## src/dcc_spi_pkg.sv

```systemverilog
// Shared constants, codes and control types for the DCC packet to SPI encoder.
package dcc_spi_pkg;

    localparam int PREAMBLE_ONES = 16;
    localparam int PRE_W         = $clog2(PREAMBLE_ONES);
    localparam int MAX_BYTES     = 28;
    localparam int BCNT_W        = $clog2(MAX_BYTES);
    localparam int PKT_BYTES     = 5;
    localparam int CACHE_W       = 12;
    localparam int FILL_W        = 4;

    localparam logic [2:0] KIND_SPEED = 3'd0;
    localparam logic [2:0] KIND_F0    = 3'd1;
    localparam logic [2:0] KIND_F5    = 3'd2;
    localparam logic [2:0] KIND_F9    = 3'd3;
    localparam logic [2:0] KIND_F13   = 3'd4;
    localparam logic [2:0] KIND_F21   = 3'd5;

    localparam logic [1:0] PH_PRE   = 2'd0;
    localparam logic [1:0] PH_START = 2'd1;
    localparam logic [1:0] PH_DATA  = 2'd2;
    localparam logic [1:0] PH_EXTRA = 2'd3;

    typedef struct packed {
        logic       load;
        logic       put_bit;
        logic [1:0] phase;
        logic       emit;
        logic       emit_last;
    } dcc_spi_cmd_t;

    typedef struct packed {
        logic pre_done;
        logic data_done;
        logic cache_full;
        logic fill_nz;
        logic fill_le8;
        logic out_free;
        logic cap;
    } dcc_spi_stat_t;

endpackage

```

## src/dcc_packet_to_spi_encoder_core.sv

```systemverilog
// Top level of the DCC packet to SPI line-code encoder.
// The first output beat is registered once the packer has filled a byte of preamble symbols.
// The packer adds one line bit per cycle while the symbol cache holds under a byte;
// a full cache is emitted as an output beat, which waits while the output is stalled.
// A new item is taken once the previous packet's final beat is in the output register.
// Reset (rst_n, asynchronous) clears the frame counter, the address-form register and control.
module dcc_packet_to_spi_encoder_core
    import dcc_spi_pkg::*;
(
    input  logic        clk,
    input  logic        rst_n,
    input  logic        cfg_valid,
    output logic        cfg_ready,
    input  logic        force_long_address,
    input  logic        in_valid,
    output logic        in_stall,
    input  logic        restart,
    input  logic [13:0] loco_address,
    input  logic [6:0]  speed,
    input  logic        forward,
    input  logic [28:0] function_bits,
    output logic        out_valid,
    input  logic        out_stall,
    output logic [7:0]  spi_byte,
    output logic        last,
    output logic        loco_done
);

    dcc_spi_cmd_t  cmd;
    dcc_spi_stat_t stat;

    assign cfg_ready = 1'b1;

    dcc_spi_ctrl u_ctrl (
        .clk      (clk),
        .rst_n    (rst_n),
        .in_valid (in_valid),
        .in_stall (in_stall),
        .stat     (stat),
        .cmd      (cmd)
    );

    dcc_spi_dp u_dp (
        .clk            (clk),
        .rst_n          (rst_n),
        .cfg_we         (cfg_valid && cfg_ready),
        .cfg_force_long (force_long_address),
        .restart        (restart),
        .loco_address   (loco_address),
        .speed          (speed),
        .forward        (forward),
        .function_bits  (function_bits),
        .cmd            (cmd),
        .stat           (stat),
        .out_valid      (out_valid),
        .out_stall      (out_stall),
        .spi_byte       (spi_byte),
        .last           (last),
        .loco_done      (loco_done)
    );

endmodule

```

## src/dcc_spi_ctrl.sv

```systemverilog
// Controller state machine that sequences packet load, bit framing and byte output.
module dcc_spi_ctrl
    import dcc_spi_pkg::*;
(
    input  logic          clk,
    input  logic          rst_n,
    input  logic          in_valid,
    output logic          in_stall,
    input  dcc_spi_stat_t stat,
    output dcc_spi_cmd_t  cmd
);

    localparam logic [2:0] S_IDLE  = 3'd0;
    localparam logic [2:0] S_PRE   = 3'd1;
    localparam logic [2:0] S_START = 3'd2;
    localparam logic [2:0] S_DATA  = 3'd3;
    localparam logic [2:0] S_EXTRA = 3'd4;
    localparam logic [2:0] S_DRAIN = 3'd5;

    logic [2:0] state_reg;
    logic [2:0] state_next;

    always_ff @(posedge clk or negedge rst_n)
    begin
        if (!rst_n)
        begin
            state_reg <= S_IDLE;
        end
        else
        begin
            state_reg <= state_next;
        end
    end

    assign in_stall = (state_reg != S_IDLE);

    always_comb
    begin
        state_next    = state_reg;
        cmd.load      = 1'b0;
        cmd.put_bit   = 1'b0;
        cmd.phase     = PH_PRE;
        cmd.emit      = 1'b0;
        cmd.emit_last = 1'b0;
        unique case (state_reg) inside
            S_IDLE:
            begin
                if (in_valid)
                begin
                    cmd.load   = 1'b1;
                    state_next = S_PRE;
                end
            end
            S_PRE, S_START, S_DATA, S_EXTRA:
            begin
                if (stat.cache_full)
                begin
                    if (stat.out_free)
                    begin
                        cmd.emit      = 1'b1;
                        cmd.emit_last = stat.cap;
                        if (stat.cap)
                        begin
                            state_next = S_IDLE;
                        end
                    end
                end
                else
                begin
                    cmd.put_bit = 1'b1;
                    unique case (state_reg)
                        S_PRE:
                        begin
                            cmd.phase = PH_PRE;
                            if (stat.pre_done)
                            begin
                                state_next = S_START;
                            end
                        end
                        S_START:
                        begin
                            cmd.phase  = PH_START;
                            state_next = S_DATA;
                        end
                        S_DATA:
                        begin
                            cmd.phase = PH_DATA;
                            if (stat.data_done)
                            begin
                                state_next = S_EXTRA;
                            end
                        end
                        default:
                        begin
                            cmd.phase  = PH_EXTRA;
                            state_next = S_DRAIN;
                        end
                    endcase
                end
            end
            S_DRAIN:
            begin
                if (!stat.fill_nz)
                begin
                    state_next = S_IDLE;
                end
                else if (stat.out_free)
                begin
                    cmd.emit      = 1'b1;
                    cmd.emit_last = stat.fill_le8 || stat.cap;
                    if (stat.fill_le8 || stat.cap)
                    begin
                        state_next = S_IDLE;
                    end
                end
            end
            default:
            begin
                state_next = S_IDLE;
            end
        endcase
    end

endmodule

```

## src/dcc_spi_dp.sv

```systemverilog
// Datapath holding the packet bytes, frame counter, symbol cache and output register.
module dcc_spi_dp
    import dcc_spi_pkg::*;
(
    input  logic          clk,
    input  logic          rst_n,
    input  logic          cfg_we,
    input  logic          cfg_force_long,
    input  logic          restart,
    input  logic [13:0]   loco_address,
    input  logic [6:0]    speed,
    input  logic          forward,
    input  logic [28:0]   function_bits,
    input  dcc_spi_cmd_t  cmd,
    output dcc_spi_stat_t stat,
    output logic          out_valid,
    input  logic          out_stall,
    output logic [7:0]    spi_byte,
    output logic          last,
    output logic          loco_done
);

    logic                force_long_reg;
    logic [2:0]          frame_reg;
    logic                done_reg;
    logic [7:0]          pkt_reg [PKT_BYTES];
    logic [2:0]          last_idx_reg;
    logic [PRE_W-1:0]    pre_cnt_reg;
    logic [2:0]          byte_idx_reg;
    logic [3:0]          bit_idx_reg;
    logic [CACHE_W-1:0]  cache_reg;
    logic [FILL_W-1:0]   fill_reg;
    logic [BCNT_W-1:0]   bcnt_reg;
    logic                out_valid_reg;
    logic [7:0]          spi_byte_reg;
    logic                last_reg;
    logic                loco_done_reg;

    logic [2:0]          kind;
    logic                long_form;
    logic                two_kind;
    logic [7:0]          kb0;
    logic [7:0]          kb1;
    logic [7:0]          a_hi;
    logic [7:0]          a_lo;
    logic [7:0]          a_short;
    logic [7:0]          chk;
    logic [7:0]          pkt_next [PKT_BYTES];
    logic [2:0]          last_idx_next;
    logic                bit_val;
    logic [7:0]          cur_byte;
    logic [3:0]          sym;
    logic [FILL_W-1:0]   sym_len;

    always_comb
    begin
        kind = frame_reg;
        if (restart || (frame_reg > KIND_F21))
        begin
            kind = KIND_SPEED;
        end
    end

    assign long_form = force_long_reg || (|loco_address[13:7]);
    assign a_hi      = {2'b11, loco_address[13:8]};
    assign a_lo      = loco_address[7:0];
    assign a_short   = {1'b0, loco_address[6:0]};

    always_comb
    begin
        two_kind = 1'b0;
        kb0      = 8'h00;
        kb1      = 8'h00;
        case (kind)
            KIND_SPEED:
            begin
                two_kind = 1'b1;
                kb0      = 8'h3F;
                kb1      = {forward, speed};
            end
            KIND_F0:
            begin
                kb0 = {3'b100, function_bits[0], function_bits[4:1]};
            end
            KIND_F5:
            begin
                kb0 = {4'hB, function_bits[8:5]};
            end
            KIND_F9:
            begin
                kb0 = {4'hA, function_bits[12:9]};
            end
            KIND_F13:
            begin
                two_kind = 1'b1;
                kb0      = 8'hDE;
                kb1      = function_bits[20:13];
            end
            default:
            begin
                two_kind = 1'b1;
                kb0      = 8'hDF;
                kb1      = function_bits[28:21];
            end
        endcase
    end

    always_comb
    begin
        chk = kb0 ^ (two_kind ? kb1 : 8'h00) ^ (long_form ? (a_hi ^ a_lo) : a_short);
        for (int i = 0; i < PKT_BYTES; i++)
        begin
            pkt_next[i] = 8'h00;
        end
        if (long_form)
        begin
            pkt_next[0] = a_hi;
            pkt_next[1] = a_lo;
            pkt_next[2] = kb0;
            if (two_kind)
            begin
                pkt_next[3]   = kb1;
                pkt_next[4]   = chk;
                last_idx_next = 3'd4;
            end
            else
            begin
                pkt_next[3]   = chk;
                last_idx_next = 3'd3;
            end
        end
        else
        begin
            pkt_next[0] = a_short;
            pkt_next[1] = kb0;
            if (two_kind)
            begin
                pkt_next[2]   = kb1;
                pkt_next[3]   = chk;
                last_idx_next = 3'd3;
            end
            else
            begin
                pkt_next[2]   = chk;
                last_idx_next = 3'd2;
            end
        end
    end

    assign cur_byte = pkt_reg[byte_idx_reg];

    always_comb
    begin
        case (cmd.phase)
            PH_PRE:   bit_val = 1'b1;
            PH_START: bit_val = 1'b0;
            PH_DATA:
            begin
                if (bit_idx_reg[3])
                begin
                    bit_val = (byte_idx_reg == last_idx_reg);
                end
                else
                begin
                    bit_val = cur_byte[3'd7 - bit_idx_reg[2:0]];
                end
            end
            default:  bit_val = 1'b1;
        endcase
    end

    assign sym     = bit_val ? 4'b0001 : 4'b0011;
    assign sym_len = bit_val ? FILL_W'(2) : FILL_W'(4);

    always_ff @(posedge clk)
    begin
        if (cmd.load)
        begin
            for (int i = 0; i < PKT_BYTES; i++)
            begin
                pkt_reg[i] <= pkt_next[i];
            end
            last_idx_reg <= last_idx_next;
        end
    end

    always_ff @(posedge clk or negedge rst_n)
    begin
        if (!rst_n)
        begin
            force_long_reg <= 1'b0;
            frame_reg      <= KIND_SPEED;
            done_reg       <= 1'b0;
            pre_cnt_reg    <= '0;
            byte_idx_reg   <= 3'd0;
            bit_idx_reg    <= 4'd0;
            cache_reg      <= '0;
            fill_reg       <= '0;
            bcnt_reg       <= '0;
            out_valid_reg  <= 1'b0;
        end
        else
        begin
            if (cfg_we)
            begin
                force_long_reg <= cfg_force_long;
            end
            if (cmd.load)
            begin
                frame_reg    <= (kind == KIND_F21) ? KIND_SPEED : kind + 3'd1;
                done_reg     <= (kind == KIND_F21);
                pre_cnt_reg  <= '0;
                byte_idx_reg <= 3'd0;
                bit_idx_reg  <= 4'd0;
                cache_reg    <= '0;
                fill_reg     <= '0;
                bcnt_reg     <= '0;
            end
            else if (cmd.put_bit)
            begin
                cache_reg <= cache_reg | (CACHE_W'(sym) << fill_reg);
                fill_reg  <= fill_reg + sym_len;
                if (cmd.phase == PH_PRE)
                begin
                    pre_cnt_reg <= pre_cnt_reg + PRE_W'(1);
                end
                if (cmd.phase == PH_DATA)
                begin
                    if (bit_idx_reg[3])
                    begin
                        bit_idx_reg  <= 4'd0;
                        byte_idx_reg <= byte_idx_reg + 3'd1;
                    end
                    else
                    begin
                        bit_idx_reg <= bit_idx_reg + 4'd1;
                    end
                end
            end
            else if (cmd.emit)
            begin
                cache_reg <= cache_reg >> 8;
                fill_reg  <= stat.cache_full ? fill_reg - FILL_W'(8) : '0;
                bcnt_reg  <= bcnt_reg + BCNT_W'(1);
            end

            if (cmd.emit)
            begin
                out_valid_reg <= 1'b1;
            end
            else if (!out_stall)
            begin
                out_valid_reg <= 1'b0;
            end
        end
    end

    always_ff @(posedge clk)
    begin
        if (cmd.emit)
        begin
            spi_byte_reg  <= cache_reg[7:0];
            last_reg      <= cmd.emit_last;
            loco_done_reg <= done_reg;
        end
    end

    assign stat.pre_done   = (pre_cnt_reg == PRE_W'(PREAMBLE_ONES - 1));
    assign stat.data_done  = bit_idx_reg[3] && (byte_idx_reg == last_idx_reg);
    assign stat.cache_full = (fill_reg >= FILL_W'(8));
    assign stat.fill_nz    = (fill_reg != '0);
    assign stat.fill_le8   = (fill_reg <= FILL_W'(8));
    assign stat.out_free   = !out_valid_reg || !out_stall;
    assign stat.cap        = (bcnt_reg == BCNT_W'(MAX_BYTES - 1));

    assign out_valid = out_valid_reg;
    assign spi_byte  = spi_byte_reg;
    assign last      = last_reg;
    assign loco_done = loco_done_reg;

endmodule
```

## config.mk

```make
export PLATFORM = sky130hd
export DESIGN_NAME = dcc_packet_to_spi_encoder_core
export DESIGN_NICKNAME = d
export VERILOG_FILES = /design/src/dcc_spi_pkg.sv /design/src/dcc_packet_to_spi_encoder_core.sv /design/src/dcc_spi_ctrl.sv /design/src/dcc_spi_dp.sv
export SDC_FILE = /design/constraint.sdc
export NUM_CORES = 1
export LEC_CHECK = 0
export BUFFER_PORTS_ARGS = -buffer_cell sky130_fd_sc_hd__buf_2
export CORE_UTILIZATION = 53
export DETAILED_ROUTE_END_ITERATION = 10
export PLACE_DENSITY = 0.77
export SYNTH_ARGS = -nofsm -noshare
export SYNTH_HDL_FRONTEND = slang
export SYNTH_HIERARCHICAL = 1
export SYNTH_SLANG_ARGS = --single-unit
```

## constraint.sdc

```tcl
create_clock -name clk -period 3.6 [get_ports clk]
set_input_delay 0.9 -clock clk [delete_from_list [all_inputs] [get_ports clk]]
set_output_delay 0.9 -clock clk [all_outputs]
set_load 0.02 [all_outputs]
```

==> flow_metrics.env, run 1 <==
export IMPL_worstHoldPathCells=0
export IMPL_path_max_fanout=12
export IMPL_synth_edf_count=53
export IMPL_cts_buffers=9
export IMPL_area_delta_synth_final_pct=10.2
export IMPL_reg2reg_to="u_dp/cache_reg[3]"
export IMPL_synthFlopType="edfxtp_1"
export IMPL_cts_sinks=93
export IMPL_status="complete, no violations"
export IMPL_hold_class="reg2reg"
export IMPL_antenna_cells=0
export IMPL_slew_headroom_pct=31.3
export IMPL_slowest_stage="dfrtp_1"
export IMPL_synth_area_leader_cell="edfxtp_1"
export IMPL_vias=4406
export IMPL_cp_required_ns=3.89
export IMPL_vdd_drop_max_mv=0.356
export IMPL_powerDensity_nw_per_um2=643
export IMPL_fp_row_count=37
export IMPL_cts_htree_levels=3
export IMPL_route_detailed_drc=0
export IMPL_grt_pass1_vias=4161
export IMPL_post_cts_buffers=0
export IMPL_min_from="u_dp/cache_reg[4]"
export IMPL_crit_type="reg2reg"
export IMPL_cts_tree="built"
export IMPL_antenna_left=0
export IMPL_final_setup_tns_ns=0
export IMPL_clk_pin_slew_worst_paths_ns=0.09
export IMPL_synth_seq_area_share_pct=45.0
export IMPL_synth_seq_cells=93
export IMPL_yosysMostFrequentCell="nor2_1"
export IMPL_synth_cell_types=75
export IMPL_fin_cells=741
export IMPL_r2r_start="u_dp/byte_idx_reg[1]"
export IMPL_synth_net_count=612
export IMPL_setup_worst_path_end_class="register"
export IMPL_fmax_mhz=312
export IMPL_ios=71
export IMPL_period_share_pct=89.1
export IMPL_synth_top_cell_area_share_pct=27.6
export IMPL_largest_reg_flops=40
export IMPL_first_pass_iters=5
export IMPL_dr_first_iter_drc_count=239
export IMPL_drt_wl_total_um=12000
export IMPL_r2r_setup_slack_ns=0.39
export IMPL_max_cap_violations=0
export IMPL_p_leak_nw=2.62
export IMPL_r2r_cells=9
export IMPL_place_gp_congestion=0.828
export IMPL_core_area_um2=10400
export IMPL_grt_max_degree=41
export IMPL_hold_buffers=0
export IMPL_antenna_found_initial=0
export IMPL_dp_cells=725
export IMPL_grt_pass1_wl_um=20300
export IMPL_syn_area_um2=5760
export IMPL_yosys_top_cells_area="edfxtp_1, dfrtp_1, nor2_1"
export IMPL_slowest_delay_ns=0.77
export IMPL_netlist_instances=545
export IMPL_hpwlAfterDp_um=8920
export IMPL_finClkSkew_ns=0.00755
export IMPL_synth_area_per_cell_um2=10.6
export IMPL_finalNetCount=667
export IMPL_synth_top_cells_by_count="nor2_1, edfxtp_1, dfrtp_1, nand2_1, a21oi_1"
export IMPL_min_to="u_dp/spi_byte[4]"
export IMPL_cts_root_buf="clkbuf_8"
export IMPL_die_h_um=106
export IMPL_final_hold_viol_count=0
export IMPL_crit_chain="mux4_2 -> mux2i_1 -> nand2_1 -> nor4bb_1 -> a211oi_1 -> ha_1 -> a21oi_1 -> mux2_2 -> nor2_1"
export IMPL_min_period_ns=3.21
export IMPL_final_max_slew_viol_count=0
export IMPL_start_kind="register"
export IMPL_clock_latency_ns=0.36
export IMPL_grt_ovfl_total=0
export IMPL_wl_per_cell_um=16.2
export IMPL_cts_resized_gates=0
export IMPL_die_w_um=106
export IMPL_finalSetupViolations=0
export IMPL_grt_usage_pct=22.8
export IMPL_worst_ep_arrival_time_ns=3.50
export IMPL_ys_async_sr_fraction_pct=43.0
export IMPL_viasPerCell=5.95
export IMPL_rsz0062_at_grt="false"
export IMPL_drive_above_1_share_pct=23.1
export IMPL_die_area_um2=11300
export IMPL_portBuffers=69
export IMPL_cts_buffer_depth=2
export IMPL_tightest_slew_ns=1.03
export IMPL_start_util_pct=55.3
export IMPL_ys_warn_count=6
-- through the flow --
step | utilization (%) | worst slack (ns) | instance area, µm² | total power (W) | hold WS, ns
floorplan | - | 0.597 | 5760 | 0.00304 | 0.421
global placement | 59.2 | 0.438 | 6170 | 0.00338 | 0.435
detailed placement | 59.2 | 0.342 | 6170 | 0.00346 | 0.438
CTS | 60.9 | 0.335 | 6340 | 0.00410 | 0.460
global route | 60.9 | 0.0812 | 6340 | 0.00437 | 0.469
finish | 60.9 | 0.391 | 6340 | 0.00408 | 0.461
-- how the worst max path moves through the flow --
stage | start | endpoint
after floorplan | u_ctrl/state_reg[2] | u_dp/bcnt_reg[0]
after global placement | restart | u_dp/pkt_reg[3][3]
after detailed placement | restart | u_dp/pkt_reg[3][0]
after CTS | u_dp/byte_idx_reg[1] | u_dp/cache_reg[3]
after global routing | u_dp/byte_idx_reg[1] | u_dp/cache_reg[3]
final | u_dp/byte_idx_reg[1] | u_dp/cache_reg[3]
-- report_power, final --
group / internal (W) / switching, W / total, W
Combinational: 0.000747 / 0.00102 / 0.00177
Sequential: 0.00147 / 0.000209 / 0.00168
Clock: 0.000258 / 0.000377 / 0.000635
Total: 0.00247 / 0.00161 / 0.00408
-- layout make-up --
type,instances,area (µm²)
flip-flops and latches,93,2590
fillers,848,4070
inverters,15,56.3
clock inverters,6,46.3
clock buffers,10,128
repair buffers,82,443
multi-input cells,399,2910
well taps,136,170
-- cell usage in the layout (no fill, tap or decap), types with 13 or more instances in the layout --
cell type and instances:
dfrtp_1 40, o211ai_1 13, edfxtp_1 53, o21ai_0 27, mux2i_1 21, buf_4 13, buf_2 69, xor2_1 13
nand2_1 37, inv_1 14, nor2_1 57, a21oi_1 33, nand2b_1 14
-- worst max-delay path, delay by kind of cell (launching register included) --
kind                       cells  cell delay [ns]
muxes                          3             1.07
DFF                            1             0.77
adders and majority gates      1             0.34
AOI/OAI and AO/OA              2             0.65
and+or+nand+nor                3             0.31
-- cell families after synthesis --
group / synth area share, %
mux: 9.65
compound gates: 17.0
fa+ha+maj: 2.09
flops: 45.0
xor+xnor: 5.24
simple gates: 16.3
buf+inv: 4.58
other cells: 0.0651
-- per-layer routing --
| layer | up-vias | global-route usage [%] | routed length (µm) |
|---|---|---|---|
| li1 | 2111 | - | - |
| met1 | 2146 | 31.6 | 5400 |
| met2 | 134 | 36.8 | 5840 |
| met3 | 15 | 3.49 | 584 |
| met4 | 0 | 7.64 | 184 |
| met5 | - | 0 | 0 |
No activity file was read; power rests on OpenSTA's default activity.
==> inputs of run 2 (changes only) <==
==> constraint.sdc (replaced) <==
create_clock -name clk -period 2.76 [get_ports clk]
set_input_delay 0.69 -clock clk [delete_from_list [all_inputs] [get_ports clk]]
set_output_delay 0.69 -clock clk [all_outputs]
set_load 0.02 [all_outputs]
==> run 2 against run 1 <==
Effect of this change:
- hold slack got worse by 0.0069 ns
- setup slack got worse by 0.39 ns
- clock-buffer cell count grew 1
- non-clock buffer count up 25
- maximum frequency rose by 16%
- die area stayed put
- cell count up 3.4%
- critical path depth is 1 higher
- sequential power increased by 29%
- total power rose by 41%
==> flow_metrics.env, run 2 (same netlist as run 1, synthesis figures left out) <==
export IMPL_vdd_drop_max_mv=0.478
export IMPL_crit_type="reg2reg"
export IMPL_dpl_cell_area_um2=6370
export IMPL_status="complete, no violations"
export IMPL_start_kind="register"
export IMPL_final_hold_viol_count=0
export IMPL_tightest_slew_ns=0.933
export IMPL_fmax_mhz=363
export IMPL_max_cap_violations=0
export IMPL_clock_latency_ns=0.37
export IMPL_grt_pass1_vias=4294
export IMPL_final_cell_mix="buf_2, nor2_1, edfxtp_1, dfrtp_1, nand2_1"
export IMPL_cts_tree="built"
export IMPL_die_area_um2=11300
export IMPL_dr_first_iter_drc_count=224
export IMPL_hold_class="in2async"
export IMPL_power_w=0.00574
export IMPL_slew_headroom_pct=37.8
export IMPL_cts_buffers=9
export IMPL_drive_above_1_share_pct=28.3
export IMPL_final_max_slew_viol_count=0
export IMPL_hold_buffers=0
export IMPL_finalSetupViolations=0
export IMPL_antenna_cells=0
export IMPL_grt_pass1_wl_um=20900
export IMPL_post_place_ws_ns=-0.0940
export IMPL_drt_wl_total_um=13100
export IMPL_start_util_pct=55.3
export IMPL_rsz0062_at_grt="true"
export IMPL_grt_max_degree=41
export IMPL_multi_input_area_um2=2970
export IMPL_powerDensity_nw_per_um2=859
export IMPL_cts_sinks=93
export IMPL_route_detailed_drc=0
export IMPL_setup_slack_ns=0.00473
export IMPL_design_area_um2=6680
export IMPL_largest_reg_flops=40
export IMPL_setup_worst_path_end_class="register"
export IMPL_grt_ovfl_total=0
export IMPL_worst_ep_arrival_time_ns=3.01
export IMPL_final_common_cell="buf_2"
export IMPL_nFillCells=843
export IMPL_cts_htree_levels=3
export IMPL_finClkSkew_ns=0.0174
export IMPL_finalNetCount=692
export IMPL_path_max_fanout=7
export IMPL_cp_required_ns=3.01
export IMPL_grt_usage_pct=23.8
export IMPL_viasPerCell=5.92
export IMPL_wl_per_cell_um=17.1
export IMPL_clk_pin_slew_worst_paths_ns=0.10
export IMPL_min_period_ns=2.76
export IMPL_antenna_left=0
export IMPL_fin_util_pct=64.1
export IMPL_first_pass_iters=5
export IMPL_area_delta_synth_final_pct=16.0
export IMPL_seqCellArea_um2=2590
export IMPL_period_share_pct=99.8
export IMPL_portBuffers=69
export IMPL_cts_root_buf="clkbuf_8"
export IMPL_hpwlAfterDp_um=9610
export IMPL_fp_row_count=37
export IMPL_core_area_um2=10400
export IMPL_die_h_um=106
export IMPL_die_w_um=106
export IMPL_ios=71
export IMPL_cts_buffer_depth=2
export IMPL_place_gp_congestion=0.871
export IMPL_vias=4531
export IMPL_p_leak_nw=2.79
export IMPL_antenna_found_initial=0
-- run 2: cell count changes in the layout (fill, tap and decap cells not counted), sizes merged --
| cell | before | now |
|---|---|---|
| clkbuf | 10 | 11 |
| clkinvlp | 1 | 0 |
| buf | 82 | 107 |
-- run 2: metrics by stage --
| stage | hold slack (ns) | cells | setup TNS, ns |
|---|---|---|---|
| floorplan | 0.394 | 545 | 0 |
| global route | 0.473 | 766 | -0.0924 |
| CTS | 0.460 | 763 | 0 |
| finish | 0.454 | 766 | 0 |
| detailed placement | 0.436 | 746 | -0.0940 |
| global placement | 0.431 | 746 | 0 |
-- run 2: final cells by class --
type | instances | area share (%)
multi-input combinational | 399 | 44.4
clock buffer | 11 | 2.60
tap | 136 | 2.55
sequential | 93 | 38.8
timing repair buffer | 107 | 10.1
inverter | 15 | 0.843
clock inverter | 5 | 0.655
-- run 2: final timing paths --
| kind | startpoint | endpoint | slack (ns) | depth (start not counted) |
|---|---|---|---|---|
| setup reg to reg | u_ctrl/state_reg[2] | u_dp/fill_reg[3] | 0.005 | 10 |
| hold / removal | rst_n | u_dp/bcnt_reg[3] | 0.45 | 1 |
| max in group asynchronous | rst_n | u_ctrl/state_reg[1] | 1.68 | 1 |
| hold reg to reg | u_dp/done_reg | u_dp/loco_done | 0.46 | 0 |
| setup / recovery | u_ctrl/state_reg[2] | u_dp/fill_reg[3] | 0.005 | 10 |
| min in group clk | u_dp/done_reg | u_dp/loco_done | 0.46 | 0 |
-- run 2: worst max-delay path, stage by stage, from the launching register on --
cell and delay (ns):
dfrtp_1 0.46, and2b_2 0.29, nand2_1 0.12, a21oi_4 0.19, or3b_4 0.40, a211o_1 0.30
ha_2 0.17, fa_2 0.33, xor2_1 0.16, a21oi_1 0.15, nor2_1 0.06
-- run 2: what timing repair did --
item,4_1_cts,5_1_grt
hold endpoints to repair,0,0
endpoints found under the setup margin,2,4
resized for setup,3,13
setup buffers,1,3
pin swaps,0,2
-- run 2: report_power, final --
part / internal, W / switching [W] / total (W)
clock network: 0.000452 / 0.000515 / 0.000967
logic: 0.00114 / 0.00146 / 0.00260
registers: 0.00192 / 0.000251 / 0.00217
-- run 2: per-layer routing --
metal | up-vias | wire [µm] | track usage [%]
li1 | 2168 | - | -
met5 | - | 0 | 0
met3 | 35 | 687 | 3.49
met2 | 157 | 6570 | 39.9
met1 | 2171 | 5420 | 30.3
met4 | 0 | 384 | 11.2
==> inputs of run 3 (changes only) <==
--- a/config.mk
+++ b/config.mk
@@ -5,6 +5,8 @@
 export SDC_FILE = /design/constraint.sdc
 export NUM_CORES = 1
 export LEC_CHECK = 0
+export ABC_AREA = 1
+export ABC_CLOCK_PERIOD_IN_PS = 2760
 export BUFFER_PORTS_ARGS = -buffer_cell sky130_fd_sc_hd__buf_2
 export CORE_UTILIZATION = 53
 export DETAILED_ROUTE_END_ITERATION = 10
==> run 3 against run 2 <==
Effect of this change:
- die area is 3.1% lower
- critical path type unchanged
- first-iteration DRC count increased by 34%
- combinational power is 34% higher
- critical endpoint unchanged
- critical path depth down 1
- cell count rose by 22%
- hold slack lost 0.018 ns
==> flow_metrics.env, run 3 <==
export IMPL_synthFlopType="edfxtp_1"
export IMPL_route_detailed_drc=0
export IMPL_hpwlAfterDp_um=9820
export IMPL_first_pass_iters=7
export IMPL_grt_ovfl_total=0
export IMPL_setup_slack_ns=0.236
export IMPL_fin_cells=937
export IMPL_final_cell_mix="nand2_1, inv_1, nand3_1, buf_2, edfxtp_1"
export IMPL_synth_top_cells_by_count="nand2_1, inv_1, nand3_1, edfxtp_1, nor2_1"
export IMPL_synth_cell_types=46
export IMPL_path_max_fanout=7
export IMPL_crit_type="reg2reg"
export IMPL_antenna_cells=0
export IMPL_synth_seq_area_share_pct=46.5
export IMPL_final_max_slew_viol_count=0
export IMPL_grt_usage_pct=24.8
export IMPL_cts_tree="built"
export IMPL_synth_top_cell_area_share_pct=28.6
export IMPL_grt_pass1_vias=4675
export IMPL_min_period_ns=2.52
export IMPL_crit_chain="nor2_1 -> nand2_1 -> a21oi_1 -> inv_1 -> nor3_1 -> a21oi_1 -> ha_1 -> fa_1 -> a311oi_1"
export IMPL_largest_reg_flops=40
export IMPL_area_delta_synth_final_pct=12.5
export IMPL_wl_per_cell_um=13.7
export IMPL_yosysMostFrequentCell="nand2_1"
export IMPL_powerDensity_nw_per_um2=1070
export IMPL_cp_common_cell="a21oi_1"
export IMPL_core_area_um2=10300
export IMPL_dp_cells=921
export IMPL_drt_wl_total_um=12800
export IMPL_ys_warn_count=6
export IMPL_p_switching_w=0.00315
export IMPL_syn_area_um2=5570
export IMPL_p_leak_nw=3.10
export IMPL_pwr_share_clk_pct=12.6
export IMPL_vdd_drop_max_mv=0.464
export IMPL_dpl_cell_area_um2=6090
export IMPL_viasPerCell=5.29
export IMPL_clock_latency_ns=0.37
export IMPL_cts_sinks=93
export IMPL_synth_area_leader_cell="edfxtp_1"
export IMPL_cts_htree_levels=3
export IMPL_fp_row_count=37
export IMPL_antenna_left=0
export IMPL_cts_buffers=9
export IMPL_nFillCells=933
export IMPL_synth_net_count=792
export IMPL_post_place_ws_ns=0.175
export IMPL_worst_ep_arrival_time_ns=2.79
export IMPL_die_area_um2=10900
export IMPL_drive_above_1_share_pct=16.2
export IMPL_portBuffers=69
export IMPL_p_int_w=0.00356
export IMPL_antenna_found_initial=0
export IMPL_start_util_pct=54.2
export IMPL_final_setup_tns_ns=0
export IMPL_synth_area_per_cell_um2=7.69
export IMPL_finClkSkew_ns=0.0124
export IMPL_slew_headroom_pct=40.3
export IMPL_die_h_um=105
export IMPL_grt_pass1_wl_um=21600
export IMPL_yosys_top_cells_area="edfxtp_1, dfrtp_1, nand2_1"
export IMPL_period_share_pct=91.4
export IMPL_start_kind="register"
export IMPL_dr_first_iter_drc_count=301
export IMPL_cp_required_ns=3.02
export IMPL_ys_async_sr_fraction_pct=43.0
export IMPL_netlist_instances=725
export IMPL_hold_class="in2async"
export IMPL_rsz0062_at_grt="false"
export IMPL_status="complete, no violations"
export IMPL_final_common_cell="nand2_1"
export IMPL_cts_buffer_depth=2
export IMPL_post_cts_buffers=0
export IMPL_synth_edf_count=53
export IMPL_place_gp_congestion=0.910
export IMPL_power_w=0.00671
export IMPL_ios=71
export IMPL_grt_max_degree=52
export IMPL_die_w_um=105
export IMPL_cp_top_family="compound AO/OA/AOI/OAI gates"
export IMPL_finalNetCount=863
export IMPL_tightest_slew_ns=0.896
export IMPL_fmax_mhz=396
export IMPL_final_hold_viol_count=0
export IMPL_setup_worst_path_end_class="register"
export IMPL_design_area_um2=6270
export IMPL_swShare_pct=46.9
export IMPL_max_cap_violations=0
export IMPL_cts_resized_gates=0
export IMPL_worst_path_buf_inv=1
export IMPL_vias=4953
export IMPL_power_frac_seq_pct=35.4
export IMPL_finalSetupViolations=0
export IMPL_pwr_share_comb_pct=52.0
export IMPL_slowest_delay_ns=0.47
export IMPL_cts_root_buf="clkbuf_8"
export IMPL_hold_buffers=0
export IMPL_clk_pin_slew_worst_paths_ns=0.10
export IMPL_slowest_stage="dfrtp_1"
export IMPL_synth_seq_cells=93
[run 3: metrics by stage]
stage          hold WS, ns  utilization, %
2_1_floorplan        0.394               -
3_3_place_gp         0.430            59.2
4_1_cts              0.455            61.0
3_5_place_dp         0.433            59.2
5_1_grt              0.472            61.0
6_report             0.437            61.0
[run 3: worst paths after layout]
kind / start / endpoint / slack, ns / cells after the start
min in group clk: u_dp/cache_reg[0] / u_dp/spi_byte[0] / 0.46 / 0
hold reg to reg: u_dp/cache_reg[0] / u_dp/spi_byte[0] / 0.46 / 0
setup / recovery: u_ctrl/state_reg[0] / u_dp/fill_reg[3] / 0.24 / 9
setup reg to reg: u_ctrl/state_reg[0] / u_dp/fill_reg[3] / 0.24 / 9
hold / removal: rst_n / u_dp/cache_reg[1] / 0.44 / 1
max in group asynchronous: rst_n / u_dp/bcnt_reg[3] / 1.75 / 1
[run 3: per-layer routing]
layer / track usage [%] / up-vias / wire [µm]
li1: - / 2498 / -
met1: 32.5 / 2251 / 5690
met2: 41.0 / 178 / 6190
met3: 4.74 / 26 / 685
met4: 9.08 / 0 / 262
met5: 0 / - / 0
[run 3: area by class of cell]
class                   instances  area [µm²]  area share [%]
well taps                     136         170            2.71
flip-flops and latches         93        2590            41.3
multi-input cells             502        2480            39.5
repair buffers                 80         428            6.82
inverters                     110         418            6.66
clock inverters                 7        61.3           0.977
clock buffers                   9         124            1.97
[run 3: cells by family (layout without fill, tap and decap cells)]
kind of cell	after synthesis	after routing	share of synthesized area, %
buf+inv	130	206	9.16
flops	93	93	46.5
xor+xnor	9	9	1.41
other cells	1	1	0.0673
fa+ha+maj	9	9	2.15
compound gates	97	97	9.63
simple gates	386	386	31.1
[run 3: power by group through the flow]
stage	Sequential [W]	Clock (W)	Combinational, W
after detailed placement	0.00240	0	0.00345
after global placement	0.00238	0	0.00332
after global routing	0.00242	0.000937	0.00396
after CTS	0.00237	0.000879	0.00347
final	0.00238	0.000847	0.00349
after floorplan	0.00238	0	0.00256
